--- src/hdl/vpu_pkg.sv ---
package vpu_pkg;

   localparam int COMP_WIDTH_DEF = 24;

   // Quotient bits kept by the dividers: results stay below 2^(w+1)
   function automatic int quot_width(input int w);
      return w + 2;
   endfunction

endpackage

--- src/hdl/vpu_back.sv ---
module vpu_back #(
   parameter int W  = vpu_pkg::COMP_WIDTH_DEF,
   parameter int QW = W + 2
) (
   input  logic          clock,
   input  logic          reset,
   input  logic          en,
   input  logic          v_i,
   input  logic [QW-1:0] q_i [4],
   input  logic [3:0]    neg_i,
   input  logic          zero_i,
   output logic          v_o,
   output logic [W-1:0]  val_o [4],
   output logic          zero_o,
   output logic          sat_o
);
   logic         v_ff;
   logic [W-1:0] val_ff [4];
   logic [W-1:0] val_in [4];
   logic         zero_ff, sat_ff, sat_in;

   always_comb begin
      logic [QW-1:0] lim, mag;
      sat_in = 1'b0;
      for (int c = 0; c < 4; c++) begin
         lim = neg_i[c] ? (QW'(1) << (W - 1)) : ((QW'(1) << (W - 1)) - QW'(1));
         mag = q_i[c];
         if (mag > lim) begin
            mag    = lim;
            sat_in = 1'b1;
         end
         val_in[c] = neg_i[c] ? W'(-mag[W-1:0]) : mag[W-1:0];
         if (zero_i) begin
            val_in[c] = '0;
         end
      end
      if (zero_i) begin
         sat_in = 1'b0;
      end
   end

   always_ff @(posedge clock) begin
      if (reset) begin
         v_ff <= 1'b0;
      end else if (en) begin
         v_ff <= v_i;
      end
   end

   always_ff @(posedge clock) begin
      if (en) begin
         val_ff  <= val_in;
         zero_ff <= zero_i;
         sat_ff  <= sat_in;
      end
   end

   assign v_o    = v_ff;
   assign val_o  = val_ff;
   assign zero_o = zero_ff;
   assign sat_o  = sat_ff;
endmodule

--- config.mk ---
export PLATFORM = sky130hd
export DESIGN_NAME = vpu_back
export DESIGN_NICKNAME = d
export VERILOG_FILES = /design/src/hdl/vpu_pkg.sv /design/src/hdl/vpu_back.sv
export SDC_FILE = /design/constraint.sdc
export NUM_CORES = 1
export LEC_CHECK = 0
export ABC_AREA = 0
export BUFFER_PORTS_ARGS = -buffer_cell sky130_fd_sc_hd__buf_2
export CAP_MARGIN = 20
export CORE_UTILIZATION = 55
export CTS_CLUSTER_SIZE = 20
export DETAILED_ROUTE_END_ITERATION = 7
export PLACE_DENSITY = 0.8
export SLEW_MARGIN = 30
export SYNTH_ARGS = -nofsm -noshare
export SYNTH_HDL_FRONTEND = slang
export SYNTH_SLANG_ARGS = --single-unit
--- constraint.sdc ---
create_clock -name clock -period 11.6 [get_ports clock]
set_input_delay 2.32 -clock clock [delete_from_list [all_inputs] [get_ports clock]]
set_output_delay 2.32 -clock clock [all_outputs]
set_load 0.05 [all_outputs]
==> out/metrics.cfg <==
[clock_network]
post_cts_resized=0
cts_tree=yes
postCtsHoldBufs=0
clk_latency_ps=350
post-cts-setup-buffers=0
clkSinkCount=99
clk_pin_slew_worst_paths_ps=80
cts_buffers=9
root_buffer=clkbuf_16
clock_path_buffers=2
htreeDepth=3

[drt]
ant_nets=0
wirelength_um=24500
route.vias.total=9031
drtPass1Iterations=7
drc=0
routedWlPerCell_um=17.6
vias_per_cell=6.49
drt_iter0_markers=887

[run]
cap_violations=0

[floorplan]
die_area_um2=16600
die_height_um=129
start_util=0.573
die_w_um=129
num_rows=45
num_io_pins=212
core_um2=15400

[logic_synthesis]
synth_cell_types=71
synth_warnings=0
synth-main-ff-cell=edfxtp_1
ys_seq_area_frac=0.335
synth_edf_count=98
synth_area_um2=8840
synth_nets=1214
postSynthAreaPerCell_um2=8.84
synth-seq-cells=99
synth_cells=1001
async_reset_ff_frac=0

[global_route]
grt_pass1_wl_um=39200
antenna_found_initial=0
grt_util_all_layers=0.296
gr-total-overflow=0
first_global_vias=8045
grt_max_degree=93

[setup_path]
crit_fanout=49
ff2ff_path_depth=2
reg2reg_to=v_o
cp-endpoint=val_o[22]
cp-startpoint=neg_i[3]
reg2reg_from=v_o
critPathArrivalTime_ps=8030
max_stage_delay_ps=730
setup.worst_path.end_class=register
slowest_stage=clkinv_1
cp.required_ps=11710
path_cells=buf_2 > clkinv_1 > ha_1 > nand4_1 > nor4_1 > o311ai_0 > o211ai_1 > nand2_1 > a21oi_1 > ha_1 > nand4b_1 > nand2b_1 > or3b_2 > a21oi_1 > a21oi_1 > and3b_1
cpMostUsedCell=a21oi_1
cp_num_cells=16
ff2ff_setup_slack_ps=11010
startpoint_type=input pin
crit_buf_inv=2
crit_family=simple AND/OR/NAND/NOR gates
crit_type=in2reg

[timing]
setup_viol=0
skew_ps=0
fin_setup_tns_ps=0
post-route-period-util=0.682
slew_headroom=0.377
fmax_mhz=126
fin_crit_ps=7920
hold_violations=0
rsz0062_at_grt=no
drv_slew=0
worst_pin_slew_ps=934

[layout]
fin_nets=1389
area_growth_pct=16.9
n_antenna_cell=0
drive_gt1_frac=0.214

[outcome]
status=completed

[placement]
portBuffers=211
gp_congestion=0.908
dp_hpwl_um=17700

[power_and_ir_drop]
power.share.clock=0.275
p_sw_uw=425
report.power.total_mw=1.13
ir_drop_v=0.000106
p_comb_frac=0.335
p_int_uw=707
pwr-share-seq=0.390
leakage_nw=4.10
swShare=0.376
power_density_nw_per_um2=109

[hold_path]
hold_class=reg2reg

[tightest hold or removal path, delay by kind of cell (launching register included)]
kind | cells | cell delay (ps)
flops | 1 | 330
mux | 1 | 70
simple gates | 1 | 90
[cells by family (layout without fill, tap and decap cells)]
logic type | Yosys count | after routing | synth area share
AOI/OAI and AO/OA | 314 | 314 | 0.240
xor gates and xnor gates | 8 | 8 | 0.00792
adders and majority gates | 100 | 100 | 0.141
buffers and inverters | 80 | 260 | 0.0341
DFF | 99 | 99 | 0.335
muxes | 21 | 21 | 0.0238
and+or+nand+nor | 379 | 379 | 0.217
[synthesized netlist by cell type, types with 24 or more instances]
cell type / n / area, um^2
nand4_1: 27 / 169
a211oi_1: 25 / 188
nand2_1: 53 / 199
inv_1: 24 / 90.1
ha_1: 100 / 1250
clkbuf_1: 51 / 191
o32ai_1: 41 / 359
nor2_1: 125 / 469
edfxtp_1: 98 / 2940
nor3_1: 62 / 310
o21ai_0: 52 / 260
a21oi_1: 88 / 440
[stage by stage]
step	setup slack (ps)	instances	utilization	cell area (um^2)	hold WS, ps
finish	3680	1392	0.670	10300	524
global route	3160	1392	0.670	10300	581
CTS	3800	1392	0.670	10300	522
detailed placement	3430	1376	0.650	10000	502
global placement	3700	1376	0.649	10000	482
floorplan	4730	1001	-	8840	733
[layout make-up]
| class | count | area [um^2] |
|---|---|---|
| repair buffers | 217 | 1110 |
| flip-flops and latches | 99 | 2960 |
| clock inverters | 7 | 81.3 |
| clock buffers | 9 | 225 |
| fillers | 1321 | 5090 |
| multi-input cells | 822 | 5600 |
| inverters | 27 | 101 |
| well taps | 211 | 264 |
[per-layer routing]
layer  global-route usage  wire, um
met5                    0         0
met4                0.114       579
met3               0.0761      2520
met2                0.475     11300
met1                0.384     10100
[sequential cells by signal, indices dropped and copies added, names as in the netlist]
name    count
val_o      96
sat_o       1
v_o         1
zero_o      1
[how the worst min path moves through the flow]
stage               from   to  slack (ps)  cells past startpoint
floorplan            v_o  v_o         730                      2
global placement     v_o  v_o         480                      2
detailed placement   v_o  v_o         500                      2
CTS                  v_o  v_o         520                      2
global route         v_o  v_o         580                      2
finish               v_o  v_o         520                      2
[cell usage in the layout (no fill, tap or decap), drive strengths merged, types with 7 or more instances in the layout]
cell    count
o21ai      54
or3         8
a211oi     25
a31oi      16
or4        14
nand2      53
nand3      19
edfxtp     98
and3        8
o211ai      7
o32ai      41
nor3       62
o31ai      10
inv        28
ha        100
mux2i      21
nand4      27
a21oi      88
clkbuf      9
buf       217
a221oi     11
nor2      125
nor4       23
[power by group through the flow]
| stage | Sequential, mW | Combinational, mW | Clock, mW |
|---|---|---|---|
| 2_1_floorplan | 0.565 | 0.137 | 0 |
| 3_3_place_gp | 0.449 | 0.368 | 0 |
| 3_5_place_dp | 0.449 | 0.375 | 0 |
| 4_1_cts | 0.442 | 0.376 | 0.318 |
| 5_1_grt | 0.445 | 0.411 | 0.329 |
| 6_report | 0.441 | 0.379 | 0.311 |
Power figures use the tool's default switching activity.
