### src/hdl/vpu_pkg.sv
package vpu_pkg;

   localparam int COMP_WIDTH_DEF = 24;

   // Quotient bits kept by the dividers: results stay below 2^(w+1)
   function automatic int quot_width(input int w);
      return w + 2;
   endfunction

endpackage

### src/hdl/vpu_sqrt.sv
module vpu_sqrt #(
   parameter int W  = vpu_pkg::COMP_WIDTH_DEF,
   parameter int SW = 8
) (
   input  logic            clock,
   input  logic            reset,
   input  logic            en,
   input  logic            v_i,
   input  logic [2*W-1:0]  n_i,
   input  logic [SW-1:0]   side_i,
   output logic            v_o,
   output logic [W-1:0]    root_o,
   output logic [2*W-1:0]  n_o,
   output logic [SW-1:0]   side_o
);
   // one result bit per stage
   logic [W-1:0]   v_ff;
   logic [W+1:0]   rem_ff  [W];
   logic [W-1:0]   root_ff [W];
   logic [2*W-1:0] n_ff    [W];
   logic [SW-1:0]  side_ff [W];

   for (genvar k = 0; k < W; k++) begin : g_stage
      localparam int I = W - 1 - k;
      logic [W+1:0]   pr, t, trial;
      logic [W-1:0]   prt;
      logic [2*W-1:0] pn;
      logic [SW-1:0]  ps;
      logic           pv;

      if (k == 0) begin : g_first
         assign pr  = '0;
         assign prt = '0;
         assign pn  = n_i;
         assign ps  = side_i;
         assign pv  = v_i;
      end else begin : g_next
         assign pr  = rem_ff[k-1];
         assign prt = root_ff[k-1];
         assign pn  = n_ff[k-1];
         assign ps  = side_ff[k-1];
         assign pv  = v_ff[k-1];
      end

      assign t     = {pr[W-1:0], pn[2*I+1 -: 2]};
      assign trial = {prt, 2'b01};

      always_ff @(posedge clock) begin
         if (reset) begin
            v_ff[k] <= 1'b0;
         end else if (en) begin
            v_ff[k] <= pv;
         end
      end

      always_ff @(posedge clock) begin
         if (en) begin
            if (t >= trial) begin
               rem_ff[k]  <= t - trial;
               root_ff[k] <= {prt[W-2:0], 1'b1};
            end else begin
               rem_ff[k]  <= t;
               root_ff[k] <= {prt[W-2:0], 1'b0};
            end
            n_ff[k]    <= pn;
            side_ff[k] <= ps;
         end
      end
   end

   assign v_o    = v_ff[W-1];
   assign root_o = root_ff[W-1];
   assign n_o    = n_ff[W-1];
   assign side_o = side_ff[W-1];
endmodule

### config.mk
export PLATFORM = sky130hd
export DESIGN_NAME = vpu_sqrt
export DESIGN_NICKNAME = d
export VERILOG_FILES = /design/src/hdl/vpu_pkg.sv /design/src/hdl/vpu_sqrt.sv
export SDC_FILE = /design/constraint.sdc
export NUM_CORES = 2
export LEC_CHECK = 0
export BUFFER_PORTS_ARGS = -buffer_cell sky130_fd_sc_hd__buf_2
export CAP_MARGIN = 20
export CORE_MARGIN = 1.5
export CORE_UTILIZATION = 67
export DETAILED_ROUTE_END_ITERATION = 7
export HOLD_SLACK_MARGIN = 0.02
export PLACE_DENSITY = 0.84
export SLEW_MARGIN = 20
export SYNTH_ARGS = -nofsm -noshare
export SYNTH_HDL_FRONTEND = slang
export SYNTH_SLANG_ARGS = --single-unit
### constraint.sdc
create_clock -name clock -period 5.3 [get_ports clock]
set_clock_uncertainty 0.15 [all_clocks]
set_input_delay 0.265 -clock clock [delete_from_list [all_inputs] [get_ports clock]]
set_output_delay 0.265 -clock clock [all_outputs]
set_load 0.01 [all_outputs]
==> metrics.txt <==
worst-path fanout max 17; max-slew violation count 0; internal power around 32 mW; register area share after synthesis between 70% and 80%; failing checks design-rule violations; Final Hold Fails 0; synth cell count leaders edfxtp_1 (2165), inv_1 (394), nor2_1 (338); final instance area 98800 sq um; pre-CTS WS 1490 ps; Clk pwr share between 30% and 40%; WL final about 180 mm; final worst-path cycle share between 70% and 80%; detailed-route via count approximately 49000; Initial Utilization approximately two thirds; final hold slack 100 ps; count of final setup violators 0; Ports 141; Tightest Pin Transition 1210 ps; fin nets ~6500; maximum VDD drop between 0.3 and 0.4 mV; Post-synth EDFFs around 2200; Syn Inst Count 5719; cell with the most instances after synthesis edfxtp_1; overflow left after global routing 0; number of global-route vias before repair between 40000 and 50000; clk root buf clkbuf_16; Sequential Power Share between 50% and 60%; worst min path class input port to flip-flop; Worst Path Required 5820 ps; post-synthesis cell type count 83; H-tree depth 4; max_cap viols 0; register bit total from synthesis 2190; routed wl met2 approximately 90 mm; Post-Layout Cell Count 8027; PnR Total Power roughly 43 mW; cell taking the most area after synthesis edfxtp_1; vias per cell approximately 6; Post-Syn Nets roughly 6100; TritonCTS Buffers 203; HPWL after DPL between 100 and 150 mm; RSZ-0062 raised after global routing no; 1st-pass router iterations 8; wire length on met1 ~63 mm; uppermost layer routed met5; synth-to-layout area growth 12.4%; number of remaining DRC errors 3; synth top area cells edfxtp_1 (74%), ha_1 (4.6%), xor2_1 (2.2%), xnor2_1 (1.9%), a21oi_1 (1.7%); Post-Syn Area 88000 sq um; syn avg cell area approximately 15 sq um; Achievable Freq between 200 and 250 MHz; crit path DAT approximately 4700 ps; Die X between 300 and 400 microns; clock latency on the worst-skew pair between 800 and 900 ps; Synth Warn # 0; Main synth FF type edfxtp_1; Final Util about three quarters; Longest Clk Path Bufs 3; share of layout cells above drive strength 1 under 10%; CTS sink cnt 2190; die area roughly 130000 sq um; Sw Share around 26%; Die Y roughly 370 microns; Final WS setup 1160 ps; Final min period 4140 ps; initial antenna violation count 8; CORE AREA 130000 sq um; Area after DPL around 90000 sq um; Worst slew margin 19.3%; combinational cell fraction of total power between 10 and 15%; # hold bufs at CTS around 110; setup bufs post-CTS 0; first-pass GRT wire length 270 mm; met3 WL ~12 mm; PD cells 436 nW/um^2; TritonCTS clock tree built; cell row count about 130; clock slew at reported path FFs about 70 ps; leak pwr 37.0 nW; critical path endpoint category flip-flop; status complete, but fails checks; Critical Path Start Type flip-flop; Final ANT Viol Nets 0; Sw Pwr about 11 mW; DR iter-0 viols about 5200; crit path kind flip-flop to flip-flop; total negative slack 0 ps; quantity of I/O buffers inserted on ports 140; Routed wire per std cell between 20 and 25 microns; largest net degree at the start of global routing about 210; GP Congestion ~0.94; post_cts resized 0; placed cells ~7500; Total GRT Usage between 20% and 30%; post-synth top area share 73.9%; Post-synth ARST share 0%
-- power groups by stage --
stage | clock network, mW | logic, mW | registers [mW]
CTS | 15.0 | 6.00 | 22.2
detailed placement | 0 | 5.77 | 22.5
floorplan | 0 | 4.31 | 22.0
global placement | 0 | 5.56 | 22.4
global route | 15.7 | 6.73 | 22.3
finish | 14.8 | 6.13 | 22.2
-- layout by cell type (no fill, tap or decap), types with 45 or more instances in the layout --
cell type | Yosys | layout
xor2_1 | 219 | 219
a21o_1 | 114 | 114
nand2b_1 | 53 | 53
o21ai_0 | 245 | 245
nand2_1 | 327 | 327
a21oi_1 | 297 | 297
nand3_1 | 75 | 75
or3_1 | 51 | 51
nor4_1 | 59 | 59
nor2b_1 | 45 | 45
nand4_1 | 48 | 48
dlygate4sd3_1 | 0 | 114
nor2_1 | 338 | 338
nor3_1 | 127 | 126
xnor2_1 | 192 | 192
edfxtp_1 | 2165 | 2165
buf_2 | 5 | 139
clkbuf_16 | 0 | 205
o21a_1 | 63 | 63
ha_1 | 326 | 326
inv_1 | 394 | 394
-- logic make-up after synthesis --
| kind of cell | after synthesis | share of synthesized area, % |
|---|---|---|
| flops | 2190 | 74.5 |
| simple gates | 1278 | 7.14 |
| compound gates | 949 | 6.68 |
| buf+inv | 496 | 2.12 |
| xor+xnor | 411 | 4.09 |
| fa+ha+maj | 326 | 4.64 |
| mux | 69 | 0.841 |
-- metal layers --
metal	track usage (%)	vias to the layer above
met1	31.2	23341
met2	46.1	2386
met4	15.5	6
met3	4.77	726
li1	-	22201
met5	0	-
-- critical path, stage by stage (launching register included) --
cell and delay [ps]:
edfxtp_1 400, inv_1 70, ha_1 370, nor2b_1 200
o2111ai_1 320, nand3_1 220, nand4_1 160, and3_1 280
a21oi_1 220, nor2_1 830, buf_4 390, mux2i_1 320
-- state kept, by name, summed over array words and instances, names as in the netlist --
signal and count:
root_ff 300, rem_ff 522, side_ff 192, v_o 1, g_stage.pv 23, n_ff 1152
-- layout make-up --
cell class | instances | area, sq um
inverter | 394 | 1480
multi-input combinational | 3033 | 20600
sequential | 2190 | 65500
fill | 7214 | 31000
clock buffer | 236 | 5260
tap | 1742 | 2180
antenna | 1 | 2.50
timing repair buffer | 296 | 2260
clock inverter | 135 | 1550
-- final timing paths --
path | to | from | slack (ps) | cells past startpoint
hold / removal | n_ff[0][18]$_DFFE_PP_ | n_i[18] | 100 | 2
setup / recovery | rem_ff[2][1]$_DFFE_PP_ | root_ff[1][168]$_DFFE_PP_ | 1160 | 11
setup reg to reg | rem_ff[2][1]$_DFFE_PP_ | root_ff[1][168]$_DFFE_PP_ | 1160 | 11
hold reg to reg | n_ff[1][79]$_DFFE_PP_ | n_ff[1][31]$_DFFE_PP_ | 240 | 0
Note: power is estimated with default switching activity, not from simulation.
